$ cat config.mk
export PLATFORM = sky130hd
export DESIGN_NAME = accumulator_alu_with_flags_flat
export DESIGN_NICKNAME = d
export VERILOG_FILES = /design/src/hdl/aalu_pkg.sv /design/src/hdl/aalu_in_if.sv /design/src/hdl/aalu_out_if.sv /design/src/hdl/accumulator_alu_with_flags.sv /design/src/hdl/aalu_core.sv /design/src/flat_wrapper.sv
export SDC_FILE = /design/constraint.sdc
export NUM_CORES = 1
export LEC_CHECK = 0
export BUFFER_PORTS_ARGS = -buffer_cell sky130_fd_sc_hd__buf_2
export CAP_MARGIN = 10
export CELL_PAD_IN_SITES_DETAIL_PLACEMENT = 0
export CELL_PAD_IN_SITES_GLOBAL_PLACEMENT = 1
export CORE_AREA = 2 2 173 175
export CTS_BUF_LIST = sky130_fd_sc_hd__clkbuf_8 sky130_fd_sc_hd__clkbuf_16
export DETAILED_ROUTE_END_ITERATION = 8
export DIE_AREA = 0 0 175 177
export PLACE_DENSITY_LB_ADDON = 0.12
export SLEW_MARGIN = 15
export SYNTH_ARGS = -nofsm -noshare
export SYNTH_HDL_FRONTEND = slang
export SYNTH_SLANG_ARGS = --single-unit
export TNS_END_PERCENT = 5
$ cat constraint.sdc
create_clock -name clk_i -period 7 [get_ports clk_i]
set_clock_uncertainty 0.05 [all_clocks]
set_input_delay 1.4 -clock clk_i [delete_from_list [all_inputs] [get_ports clk_i]]
set_output_delay 1.4 -clock clk_i [all_outputs]
set_load 0.05 [all_outputs]
$ cat src/hdl/aalu_pkg.sv
`timescale 1ns / 1ps

package aalu_pkg;

  localparam int WordBits    = 16;
  localparam int OpBits      = 4;
  localparam int OperandBits = 16;
  localparam int ShiftBits   = 6;
  localparam int AccBits     = 16;

  typedef logic [WordBits-1:0]   word_t;
  typedef logic [ShiftBits-1:0]  shamt_t;

  typedef enum logic [OpBits-1:0] {
    OP_PASS   = 4'd0,
    OP_NAND   = 4'd1,
    OP_SHR1   = 4'd2,
    OP_ADD    = 4'd3,
    OP_NOT    = 4'd4,
    OP_AND    = 4'd5,
    OP_OR     = 4'd6,
    OP_XOR    = 4'd7,
    OP_LSHIFT = 4'd8,
    OP_NEGATE = 4'd9,
    OP_SUB    = 4'd10,
    OP_MUL    = 4'd11
  } op_e;

  typedef struct packed {
    logic z;
    logic c;
    logic o;
    logic n;
  } flags_t;

  typedef struct packed {
    word_t  acc;
    flags_t flags;
  } result_t;

endpackage

$ cat src/hdl/aalu_in_if.sv
`timescale 1ns / 1ps

interface aalu_in_if;
  logic                                valid;
  logic                                ready;
  logic [aalu_pkg::OpBits-1:0]         op;
  logic [aalu_pkg::OperandBits-1:0]    operand;
  logic signed [aalu_pkg::ShiftBits-1:0] shift_amount;

  modport source (output valid, output op, output operand, output shift_amount, input ready);
  modport sink (input valid, input op, input operand, input shift_amount, output ready);
endinterface

$ cat src/hdl/aalu_out_if.sv
`timescale 1ns / 1ps

interface aalu_out_if;
  logic                          valid;
  logic                          ready;
  logic [aalu_pkg::AccBits-1:0]  acc_value;
  logic                          zero_flag;
  logic                          carry_flag;
  logic                          overflow_flag;
  logic                          negative_flag;

  modport source (output valid, output acc_value, output zero_flag, output carry_flag,
                  output overflow_flag, output negative_flag, input ready);
  modport sink (input valid, input acc_value, input zero_flag, input carry_flag,
                input overflow_flag, input negative_flag, output ready);
endinterface

$ cat src/hdl/accumulator_alu_with_flags.sv
`timescale 1ns / 1ps

// Channel  Direction  Payload
// in_i     sink       op, operand, shift_amount
// out_o    source     acc_value, zero_flag, carry_flag, overflow_flag, negative_flag
//
// One item is taken per cycle while in_i.ready is high; its result is registered.
// The accumulator and flags update at the edge that accepts an item.
// A two-entry output buffer (result register plus skid register) lets an item
// be accepted while a result waits; in_i.ready drops only when both are full.
// Reset clears the accumulator and the flags and empties both buffer entries.
module accumulator_alu_with_flags (
  input  logic clk_i,
  input  logic rst_ni,
  aalu_in_if.sink    in_i,
  aalu_out_if.source out_o
);

  aalu_pkg::word_t   acc_q;
  aalu_pkg::flags_t  flags_q;
  aalu_pkg::result_t res;
  aalu_pkg::result_t out_q, out_d;
  aalu_pkg::result_t skid_q, skid_d;
  logic              out_valid_q, out_valid_d;
  logic              skid_valid_q, skid_valid_d;
  logic              accept;
  logic              take;

  aalu_core u_core (
    .acc_i          (acc_q),
    .flags_i        (flags_q),
    .op_i           (in_i.op),
    .operand_i      (in_i.operand),
    .shift_amount_i (in_i.shift_amount),
    .res_o          (res)
  );

  assign in_i.ready = !skid_valid_q;
  assign accept     = in_i.valid && !skid_valid_q;
  assign take       = out_valid_q && out_o.ready;

  always_comb begin
    out_d        = out_q;
    skid_d       = skid_q;
    out_valid_d  = out_valid_q;
    skid_valid_d = skid_valid_q;
    if (skid_valid_q) begin
      if (take) begin
        out_d        = skid_q;
        skid_valid_d = 1'b0;
      end
    end else if (accept) begin
      if (!out_valid_q || take) begin
        out_d       = res;
        out_valid_d = 1'b1;
      end else begin
        skid_d       = res;
        skid_valid_d = 1'b1;
      end
    end else if (take) begin
      out_valid_d = 1'b0;
    end
  end

  always_ff @(posedge clk_i or negedge rst_ni) begin
    if (!rst_ni) begin
      acc_q        <= '0;
      flags_q      <= '0;
      out_valid_q  <= 1'b0;
      skid_valid_q <= 1'b0;
    end else begin
      if (accept) begin
        acc_q   <= res.acc;
        flags_q <= res.flags;
      end
      out_valid_q  <= out_valid_d;
      skid_valid_q <= skid_valid_d;
    end
  end

  always_ff @(posedge clk_i) begin
    out_q  <= out_d;
    skid_q <= skid_d;
  end

  assign out_o.valid         = out_valid_q;
  assign out_o.acc_value     = aalu_pkg::AccBits'(out_q.acc);
  assign out_o.zero_flag     = out_q.flags.z;
  assign out_o.carry_flag    = out_q.flags.c;
  assign out_o.overflow_flag = out_q.flags.o;
  assign out_o.negative_flag = out_q.flags.n;

  a_skid_implies_out: assert property (@(posedge clk_i) disable iff (!rst_ni)
    skid_valid_q |-> out_valid_q)
    else $error("skid entry held without a result in front of it");

  a_acc_holds: assert property (@(posedge clk_i) disable iff (!rst_ni)
    !accept |=> $stable(acc_q) && $stable(flags_q))
    else $error("accumulator changed without an accepted item");

  // The flags left by reset read Z clear on a zero accumulator, so only a set Z is checked.
  a_zero_flag: assert property (@(posedge clk_i) disable iff (!rst_ni)
    out_valid_q |-> (!out_q.flags.z || (out_q.acc == '0)))
    else $error("zero flag disagrees with the accumulator");

  a_neg_flag: assert property (@(posedge clk_i) disable iff (!rst_ni)
    out_valid_q |-> (out_q.flags.n == out_q.acc[aalu_pkg::WordBits-1]))
    else $error("negative flag disagrees with the accumulator");

  a_result_tracks_acc: assert property (@(posedge clk_i) disable iff (!rst_ni)
    (accept && (!out_valid_q || take)) |=> (out_q == {acc_q, flags_q}))
    else $error("result register does not match the new accumulator");

endmodule

$ cat src/hdl/aalu_core.sv
`timescale 1ns / 1ps

// Computes the next accumulator and flags for one item.
module aalu_core (
  input  aalu_pkg::word_t                  acc_i,
  input  aalu_pkg::flags_t                 flags_i,
  input  logic [aalu_pkg::OpBits-1:0]      op_i,
  input  logic [aalu_pkg::OperandBits-1:0] operand_i,
  input  logic signed [aalu_pkg::ShiftBits-1:0] shift_amount_i,
  output aalu_pkg::result_t                res_o
);

  localparam int W = aalu_pkg::WordBits;

  aalu_pkg::word_t  b;
  logic [W:0]       sum;
  logic             add_ovf;
  aalu_pkg::shamt_t mag;
  aalu_pkg::shamt_t k;
  logic [W:0]       shl;
  logic [W:0]       shr;
  aalu_pkg::word_t  r;
  logic             c;
  logic             o;
  logic             keep;

  assign b       = aalu_pkg::word_t'(operand_i);
  assign sum     = {1'b0, acc_i} + {1'b0, b};
  assign add_ovf = (acc_i[W-1] == b[W-1]) && (sum[W-1] != acc_i[W-1]);

  assign mag = shift_amount_i[aalu_pkg::ShiftBits-1] ? aalu_pkg::shamt_t'(-shift_amount_i)
                                                     : aalu_pkg::shamt_t'(shift_amount_i);
  assign k   = (mag > aalu_pkg::shamt_t'(W)) ? aalu_pkg::shamt_t'(W) : mag;
  assign shl = {1'b0, acc_i} << k;
  assign shr = {acc_i, 1'b0} >> k;

  always_comb begin
    r    = acc_i;
    c    = 1'b0;
    o    = 1'b0;
    keep = 1'b0;
    case (aalu_pkg::op_e'(op_i))
      aalu_pkg::OP_PASS:   r = b;
      aalu_pkg::OP_NAND:   r = ~(acc_i & b);
      aalu_pkg::OP_SHR1:   r = acc_i >> 1;
      aalu_pkg::OP_ADD: begin
        r = sum[W-1:0];
        c = sum[W];
        o = add_ovf;
      end
      aalu_pkg::OP_NOT:    r = ~acc_i;
      aalu_pkg::OP_AND:    r = acc_i & b;
      aalu_pkg::OP_OR:     r = acc_i | b;
      aalu_pkg::OP_XOR:    r = acc_i ^ b;
      aalu_pkg::OP_LSHIFT: begin
        if (mag == '0) begin
          keep = 1'b1;
        end else if (shift_amount_i[aalu_pkg::ShiftBits-1]) begin
          r = shr[W:1];
          c = shr[0];
        end else begin
          r = shl[W-1:0];
          c = shl[W];
        end
      end
      aalu_pkg::OP_NEGATE: r = '0 - acc_i;
      aalu_pkg::OP_SUB:    r = acc_i - b;
      aalu_pkg::OP_MUL:    r = acc_i * b;
      default:             keep = 1'b1;
    endcase
  end

  always_comb begin
    if (keep) begin
      res_o.acc   = acc_i;
      res_o.flags = flags_i;
    end else begin
      res_o.acc     = r;
      res_o.flags.z = (r == '0);
      res_o.flags.c = c;
      res_o.flags.o = o;
      res_o.flags.n = r[W-1];
    end
  end

endmodule
$ cat src/flat_wrapper.sv
// flat-port wrapper written by rule: the top's interface ports become plain ports
module accumulator_alu_with_flags_flat 
  (clk_i, rst_ni, in_i_valid, in_i_op, in_i_operand, in_i_shift_amount, in_i_ready, out_o_valid, out_o_acc_value, out_o_zero_flag, out_o_carry_flag, out_o_overflow_flag, out_o_negative_flag, out_o_ready);
  aalu_in_if in_i_i ();
  aalu_out_if out_o_i ();
  input  logic clk_i;
  input  logic rst_ni;
  input wire logic [$bits(in_i_i.valid)-1:0] in_i_valid;
  input wire logic [$bits(in_i_i.op)-1:0] in_i_op;
  input wire logic [$bits(in_i_i.operand)-1:0] in_i_operand;
  input wire logic [$bits(in_i_i.shift_amount)-1:0] in_i_shift_amount;
  output wire logic [$bits(in_i_i.ready)-1:0] in_i_ready;
  output wire logic [$bits(out_o_i.valid)-1:0] out_o_valid;
  output wire logic [$bits(out_o_i.acc_value)-1:0] out_o_acc_value;
  output wire logic [$bits(out_o_i.zero_flag)-1:0] out_o_zero_flag;
  output wire logic [$bits(out_o_i.carry_flag)-1:0] out_o_carry_flag;
  output wire logic [$bits(out_o_i.overflow_flag)-1:0] out_o_overflow_flag;
  output wire logic [$bits(out_o_i.negative_flag)-1:0] out_o_negative_flag;
  input wire logic [$bits(out_o_i.ready)-1:0] out_o_ready;
  assign in_i_i.valid = in_i_valid;
  assign in_i_i.op = in_i_op;
  assign in_i_i.operand = in_i_operand;
  assign in_i_i.shift_amount = in_i_shift_amount;
  assign in_i_ready = in_i_i.ready;
  assign out_o_valid = out_o_i.valid;
  assign out_o_acc_value = out_o_i.acc_value;
  assign out_o_zero_flag = out_o_i.zero_flag;
  assign out_o_carry_flag = out_o_i.carry_flag;
  assign out_o_overflow_flag = out_o_i.overflow_flag;
  assign out_o_negative_flag = out_o_i.negative_flag;
  assign out_o_i.ready = out_o_ready;
  accumulator_alu_with_flags u_core (.clk_i(clk_i), .rst_ni(rst_ni), .in_i(in_i_i), .out_o(out_o_i));
endmodule
== Word level (Yosys, flattened, before mapping) ==
Index checks and enable logic that the tools add are counted.

* Add/sub/neg operators: 4
* $mul: 1
* Divide/modulo/power cells: 0
* Order comparisons: 1
* Equality and inequality tests: 15
* Shift-type cells: 2
* Mux-type cells: 23
* Bitwise operators: 7
* Reductions and logical operators: 16

{| class="wikitable"
|+ Operators by type and width
! operator !! number
|-
| $pmux 16 s12 || 1
|-
| $mux 20 || 5
|-
| $mux 16 || 2
|-
| $not 16->16 || 2
|-
| $add 16x16->17 || 1
|-
| $shl 16x6->17 || 1
|-
| $shr 17x6->17 || 1
|-
| $and 16x16->16 || 1
|-
| $eq 4x3->1 const B || 4
|-
| $eq 4x4->1 const B || 4
|-
| $logic_not 16->1 || 1
|-
| $mul 16x16->16 || 1
|-
| $or 16x16->16 || 1
|-
| $sub 1x16->16 const A || 1
|-
| $sub 16x16->16 || 1
|-
| $xor 16x16->16 || 1
|-
| $mux 6 || 2
|-
| $mux 1 || 11
|-
| $reduce_or 11->1 || 1
|-
| $reduce_and 3->1 || 3
|-
| $eq 4x2->1 const B || 2
|-
| $gt 6x5->1 const B || 1
|-
| $logic_not 6->1 || 1
|-
| $neg 6->6 || 1
|-
| 11 further kinds || 19
|}

* Flip-flop bits (word level): 62
* Bits in latches: 0
* RAM bits: 0
* Memory bits (read-only): 0
* Input port bits: 30
* Memories kept: 0

== Depth between registers and ports, before layout ==
Gate-level depths: netlist (run 1).

* Depth in word-level cells: 13
* Depth in mapped cells: 29
* Gate-level depth less buffers: 26

== Modules after synthesis ==
From an unflattened synthesis (run 1), not the netlist that was laid out.

* Cells, all modules: 1526
* Area total of the unflattened synthesis: 12236.7 um^2

{| class="wikitable"
|+ By module, submodules not included
! module !! instances !! cells each !! area an instance (um^2) !! sequential area each (um^2)
|-
| aalu_core || 1 || 1408 || 9851.9 || 0.0
|-
| accumulator_alu_with_flags || 1 || 118 || 2384.8 || 1751.7
|}

== Worst setup path before layout (run 1) ==
Ideal clock, no wire load.

* Path kind: input to register
* Start: in in_i_operand[1]
* End: reg u_core.out_q (netlist bit u_core.out_o.zero_flag) (data pin)
* Library setup time: 0.130 ns
* Data arrival time: 7.158 ns
* Data required time: 6.820 ns
* Path slack: -0.338 ns
* Cell stages on the path: 22
* Buffers on the path: 1
* Cell sequence: clkbuf_1 > clkinv_1 > nor2_1 > fa_1 > fa_1 > ha_1 > fa_1 > inv_1 > fa_1 > fa_1 > inv_1 > ha_1 > nor3b_1 > o21ai_0 > o21ai_0 > a211o_1 > or4_1 > a221oi_1 > inv_1 > nor4_1 > a32o_2 > mux2_1

{| class="wikitable"
|+ RTL lines
! item !! RTL line !! RTL
|-
| start, declared || flat_wrapper.sv:10 || <nowiki>input wire logic [$bits(in_i_i.operand)-1:0] in_i_operand;</nowiki>
|-
| end signal, assigned || accumulator_alu_with_flags.sv:82 || <nowiki>out_q <= out_d;</nowiki>
|-
| end, declared || accumulator_alu_with_flags.sv:22 || <nowiki>aalu_pkg::result_t out_q, out_d;</nowiki>
|}

==> impl_metrics.yaml, run 1 <==
global_routing:
  track_usage: 0.381
  use_met1: 0.493
  grt_busiest_layer: "met2"
  antenna_found_initial: 1
  grt_use_met3: 0.0473
  grt-ovfl-total: 0
  use_met2: 0.611
  grt_pass1_wl_microns: 88000
  grt_max_degree: 42
  grt_pass1_vias: 13400
finish:
  final_nets: 1983
  area_growth_pct: 18.4
  layout-drive-gt1-share: 0.195
  final_cells: 2167
  n_antenna_cell: 0
routing:
  ant_nets: 0
  drc: 0
  drt-total-wl_microns: 59400
  drt-initial-drc-count: 1590
  drt_first_pass_iters: 6
  vias: 14000
  wl_per_cell_microns: 27.4
  vias_per_cell: 6.46
sta:
  slew_violations: 0
  relSlewSlack: 0.303
  fin_ws_ns: 0.00157
  rsz0062_at_grt: "true"
  fmax_mhz: 143
  setup_tns_ns: 0
  hold_slack_ns: 0.463
  period_share: 1.00
  finalSetupViolCount: 0
  hold_viol_final: 0
  worst_slew_pin_slew_ns: 1.04
  period_minus_slack_ns: 7.00
synthesis:
  synth-seq-cells: 62
  yosysMostFrequentCell: "nand2_1"
  yosys-top-cells-count: "172 x nand2_1, 171 x inv_1, 171 x nor2_1"
  syn-mean-instance-area_sq_um: 7.52
  synth_flop_cell: "edfxtp_1"
  yosys.area.top_type: "fa_1"
  syn_area_sq_um: 12600
  synth_cells: 1672
  synth_edf_count: 40
  synth_area_leaders: "fa_1 13%, ha_1 10%, edfxtp_1 9.6%, nand2_1 5.1%, inv_1 5.1%"
  yosysSeqAreaShare: 0.139
  synth_fp_nets: 1883
  yosysUniqueCellTypes: 94
  yosysWarningCount: 0
  synthArstFlopShare: 0.355
  synth_top_area_frac: 0.129
critical_path:
  slowest_stage: "fa_1"
  arrival_ns: 7.02
  startpoint_type: "primary input"
  path_class: "in -> reg"
  required_ns: 7.02
  cp_max_fo: 8
  crit_path_frequent_cell: "fa_1"
  r2r_start: "u_core.acc_q[5]$_DFFE_PN0P_"
  setup.worst_path.end_class: "register"
  startpoint: "in_i_operand[5]"
  slowest_delay_ns: 0.58
outcome:
  status: "finished clean"
placed_design:
  dpl_worst_slack_ns: -0.534
  place_congestion: 1.02
  io_buffers: 51
  place_hpwl_microns: 45400
  dp.cells: 2140
hold_path:
  hp-class: "reg -> reg"
  worstHoldStart: "u_core.flags_q[1]$_DFFE_PN0P_"
clock_network:
  worstSkewPairLatency_ns: 0.32
  cts_tree: "yes"
  cts.sinks: 62
  h-tree-depth: 3
  path_clk_slew_ns: 0.05
  root_buffer: "clkbuf_16"
  cts_max_path_buffers: 2
  cts_inserted_buffers: 9
floorplanning:
  die-area_sq_um: 31000
  die_w_microns: 175
  pin_count: 52
  core_sq_um: 29200
  rows: 63
  fp.dieH_microns: 177
  initial_core_util: 0.430
flow_run:
  cap_viol_max_count: 0
==> logic make-up (layout without fill, tap and decap cells) <==
logic type               after synthesis  in the layout  synth area share
flip-flops                            62             62             0.139
XOR/XNOR                              64             64            0.0457
buffers and inverters                314            419            0.0958
adder cells (fa/ha/maj)              181            181             0.229
AO/OA/AOI/OAI                        496            496             0.267
multiplexers                          35             35            0.0323
AND/OR/NAND/NOR                      520            520             0.191
==> area by class of cell <==
cell class	instances	area [sq um]
clock buffer	10	239
multi-input combinational	1296	9990
tap	390	488
sequential	62	1750
timing repair buffer	223	1630
inverter	180	703
clock inverter	6	85.1
fill	2906	14400
==> layout by cell type (no fill, tap or decap), drive strengths merged, types with 10 or more instances in the layout <==
master and instances:
fa 81, a211oi 17, o32ai 10, o211ai 23
inv 173, a31oi 30, or3 11, xor2 11
mux2 15, a221oi 11, o221ai 11, nor4 10
ha 100, dfrtp 22, nor2 173, nor2b 14
edfxtp 40, o21ai 101, clkbuf 10, nand2 172
xnor2 52, o22ai 43, nand2b 20, o31ai 12
nor3 30, a221o 11, a21o 13, mux2i 17
nand3 34, a21oi 106, o21a 10, buf 223
==> metal layers <==
layer / wire (microns) / share of wire
met3: 4900 / 0.083
met1: 23500 / 0.40
met5: 13 / 0.00022
met2: 26400 / 0.44
met4: 4530 / 0.076
==> worst paths after layout <==
kind | slack [ns] | end | cells after the start
setup / recovery | 0.002 | u_core.out_o.zero_flag$_DFFE_PP_ | 25
hold / removal | 0.46 | u_core.flags_q[1]$_DFFE_PN0P_ | 1
max in group asynchronous | 5.51 | u_core.acc_q[12]$_DFFE_PN0P_ | 1
min in group asynchronous | 1.01 | u_core.out_o.valid$_DFFE_PN0P_ | 1
setup reg to reg | 0.24 | u_core.out_o.zero_flag$_DFFE_PP_ | 24
hold reg to reg | 0.46 | u_core.flags_q[1]$_DFFE_PN0P_ | 1
==> through the flow <==
| step | instance area (sq um) | utilization |
|---|---|---|
| global placement | 14100 | 0.481 |
| CTS | 14800 | 0.504 |
| detailed placement | 14100 | 0.481 |
| global route | 14900 | 0.509 |
| floorplan | 12600 | - |
| finish | 14900 | 0.509 |
==> sequential cells by signal, summed over array words and instances (netlist names) <==
register	cells
u_core.skid_valid_q	1
u_core.out_o.valid	1
u_core.out_o.zero_flag	1
u_core.out_o.overflow_flag	1
u_core.out_o.negative_flag	1
u_core.skid_q	20
u_core.acc_q	16
u_core.flags_q	4
u_core.out_o.carry_flag	1
u_core.out_o.acc_value	16
==> worst max-delay path, delay by kind of cell <==
kind                     cells  cell delay, ns
AO/OA/AOI/OAI                5            1.08
XOR/XNOR                     1            0.14
adder cells (fa/ha/maj)      7            3.22
buffers and inverters        8            0.72
multiplexers                 1            0.25
AND/OR/NAND/NOR              3            0.20
==> timing repair <==
item | CTS | global route
gates resized for setup | 70 | 24
hold buffers | 0 | 0
hold endpoints to repair | 0 | 0
setup endpoints to repair | 4 | 10
pin swaps | 39 | 25
buffers inserted | 12 | 0
Power of run 1 is left out: the tool's default activity adds up to more than one toggle a clock period on the data nets, which glitch-free logic cannot reach.
==> inputs of run 2 (changes only) <==
PLACE_DENSITY_LB_ADDON = 0.1   (was 0.12)
==> impl_metrics.yaml, run 2 (same netlist as run 1, synthesis figures left out) <==
sta:
  relSlewSlack: 0.280
  setup_tns_ns: 0
  hold_viol_final: 0
  finalSetupViolCount: 0
  fin_ws_ns: 0.0298
  period_minus_slack_ns: 6.97
  rsz0062_at_grt: "true"
  period_share: 0.996
  fmax_mhz: 143
  worst_slew_pin_slew_ns: 1.08
  slew_violations: 0
routing:
  vias: 13800
  wl_per_cell_microns: 27.2
  drt-total-wl_microns: 58800
  drt-initial-drc-count: 1558
  drc: 0
  vias_per_cell: 6.38
  drt_first_pass_iters: 7
  ant_nets: 0
finish:
  final_common_cell: "nand2_1"
  area_growth_pct: 17.5
  regMostFlops: "u_core.skid_q"
  multi_input_area_sq_um: 9950
  seq_area_sq_um: 1750
  layout_common_cells: "171 x nand2_1, 168 x buf_4, 160 x inv_1"
  layout-drive-gt1-share: 0.193
  n_antenna_cell: 0
  largest_register_ffs: 20
  final_nets: 1979
  filler_cell_count: 2952
  final_cells: 2163
hold_path:
  worstHoldStart: "u_core.flags_q[1]$_DFFE_PN0P_"
  hp-class: "reg -> reg"
critical_path:
  startpoint_type: "primary input"
  cp_max_fo: 5
  slowest_delay_ns: 0.51
  r2r_start: "u_core.acc_q[4]$_DFFE_PN0P_"
  path_class: "in -> reg"
  crit_path_frequent_cell: "fa_1"
  crit_family: "adder cells"
  slowest_stage: "fa_1"
  arrival_ns: 7.01
  startpoint: "in_i_operand[5]"
  setup.worst_path.end_class: "register"
  required_ns: 7.04
  crit_buf_inv: 9
clock_network:
  path_clk_slew_ns: 0.06
  h-tree-depth: 3
  cts.sinks: 62
  cts_inserted_buffers: 9
  cts_tree: "yes"
  root_buffer: "clkbuf_16"
  cts_max_path_buffers: 2
  worstSkewPairLatency_ns: 0.34
floorplanning:
  initial_core_util: 0.430
  rows: 63
  core_sq_um: 29200
  die_w_microns: 175
  die-area_sq_um: 31000
  pin_count: 52
  fp.dieH_microns: 177
placed_design:
  place_congestion: 1.01
  dp.cells: 2140
  place_hpwl_microns: 45500
  io_buffers: 51
  dpl_worst_slack_ns: -0.664
global_routing:
  antenna_found_initial: 1
  track_usage: 0.384
  grt-ovfl-total: 0
  grt_max_degree: 42
  grt_pass1_vias: 13400
  grt_pass1_wl_microns: 88200
flow_run:
  cap_viol_max_count: 0
outcome:
  status: "finished clean"
run 2: cell types whose count changed in the layout (fill, tap and decap cells not counted), sizes merged:
cell	before	now
inv	173	178
buf	223	219
bufinv	2	0
clkinv	9	7
clkbuf	10	9
run 2: path summary, 6_finish.rpt:
path	endpoint	slack, ns	cells after the start
max in group asynchronous	u_core.acc_q[11]$_DFFE_PN0P_	5.46	1
worst max register to register	u_core.out_o.zero_flag$_DFFE_PP_	0.22	26
worst max-delay path	u_core.out_o.zero_flag$_DFFE_PP_	0.03	26
min in group asynchronous	u_core.skid_valid_q$_DFF_PN0_	1.01	1
worst min-delay path	u_core.flags_q[1]$_DFFE_PN0P_	0.48	1
worst min register to register	u_core.flags_q[1]$_DFFE_PN0P_	0.48	1
run 2: stage by stage:
stage / util / cell area (sq um) / hold WS, ns
2_1_floorplan: - / 12600 / 0.399
3_3_place_gp: 0.481 / 14100 / 0.412
3_5_place_dp: 0.481 / 14100 / 0.457
4_1_cts: 0.500 / 14600 / 0.475
5_1_grt: 0.505 / 14800 / 0.500
6_report: 0.505 / 14800 / 0.484
run 2: area by class of cell:
class                      count  area share
multi-input combinational   1296       0.673
sequential                    62       0.119
timing repair buffer         219       0.108
inverter                     180      0.0479
tap                          390      0.0330
clock buffer                   9      0.0152
clock inverter                 7     0.00390
run 2: metal layers:
metal / vias up / track usage / share of wire
met5: - / 0 / 0
met4: 0 / 0.225 / 0.070
met3: 198 / 0.0552 / 0.078
met2: 772 / 0.608 / 0.44
met1: 6705 / 0.502 / 0.41
li1: 6120 / - / -
run 2: repair_timing:
| item | 4_1_cts | 5_1_grt |
|---|---|---|
| pin swaps | 31 | 32 |
| hold buffers | 0 | 0 |
| resized for setup | 59 | 34 |
| buffers inserted | 5 | 2 |
| setup endpoints to repair | 4 | 7 |
run 2: worst reg2reg max path: cells and delay by family (launching register included):
| family | cells | cell delay, ns |
|---|---|---|
| AO/OA/AOI/OAI | 7 | 1.33 |
| adder cells (fa/ha/maj) | 7 | 2.95 |
| buffers and inverters | 9 | 1.15 |
| flip-flops | 1 | 0.65 |
| multiplexers | 1 | 0.25 |
| AND/OR/NAND/NOR | 2 | 0.16 |
Power of run 2 is left out for the same reason.
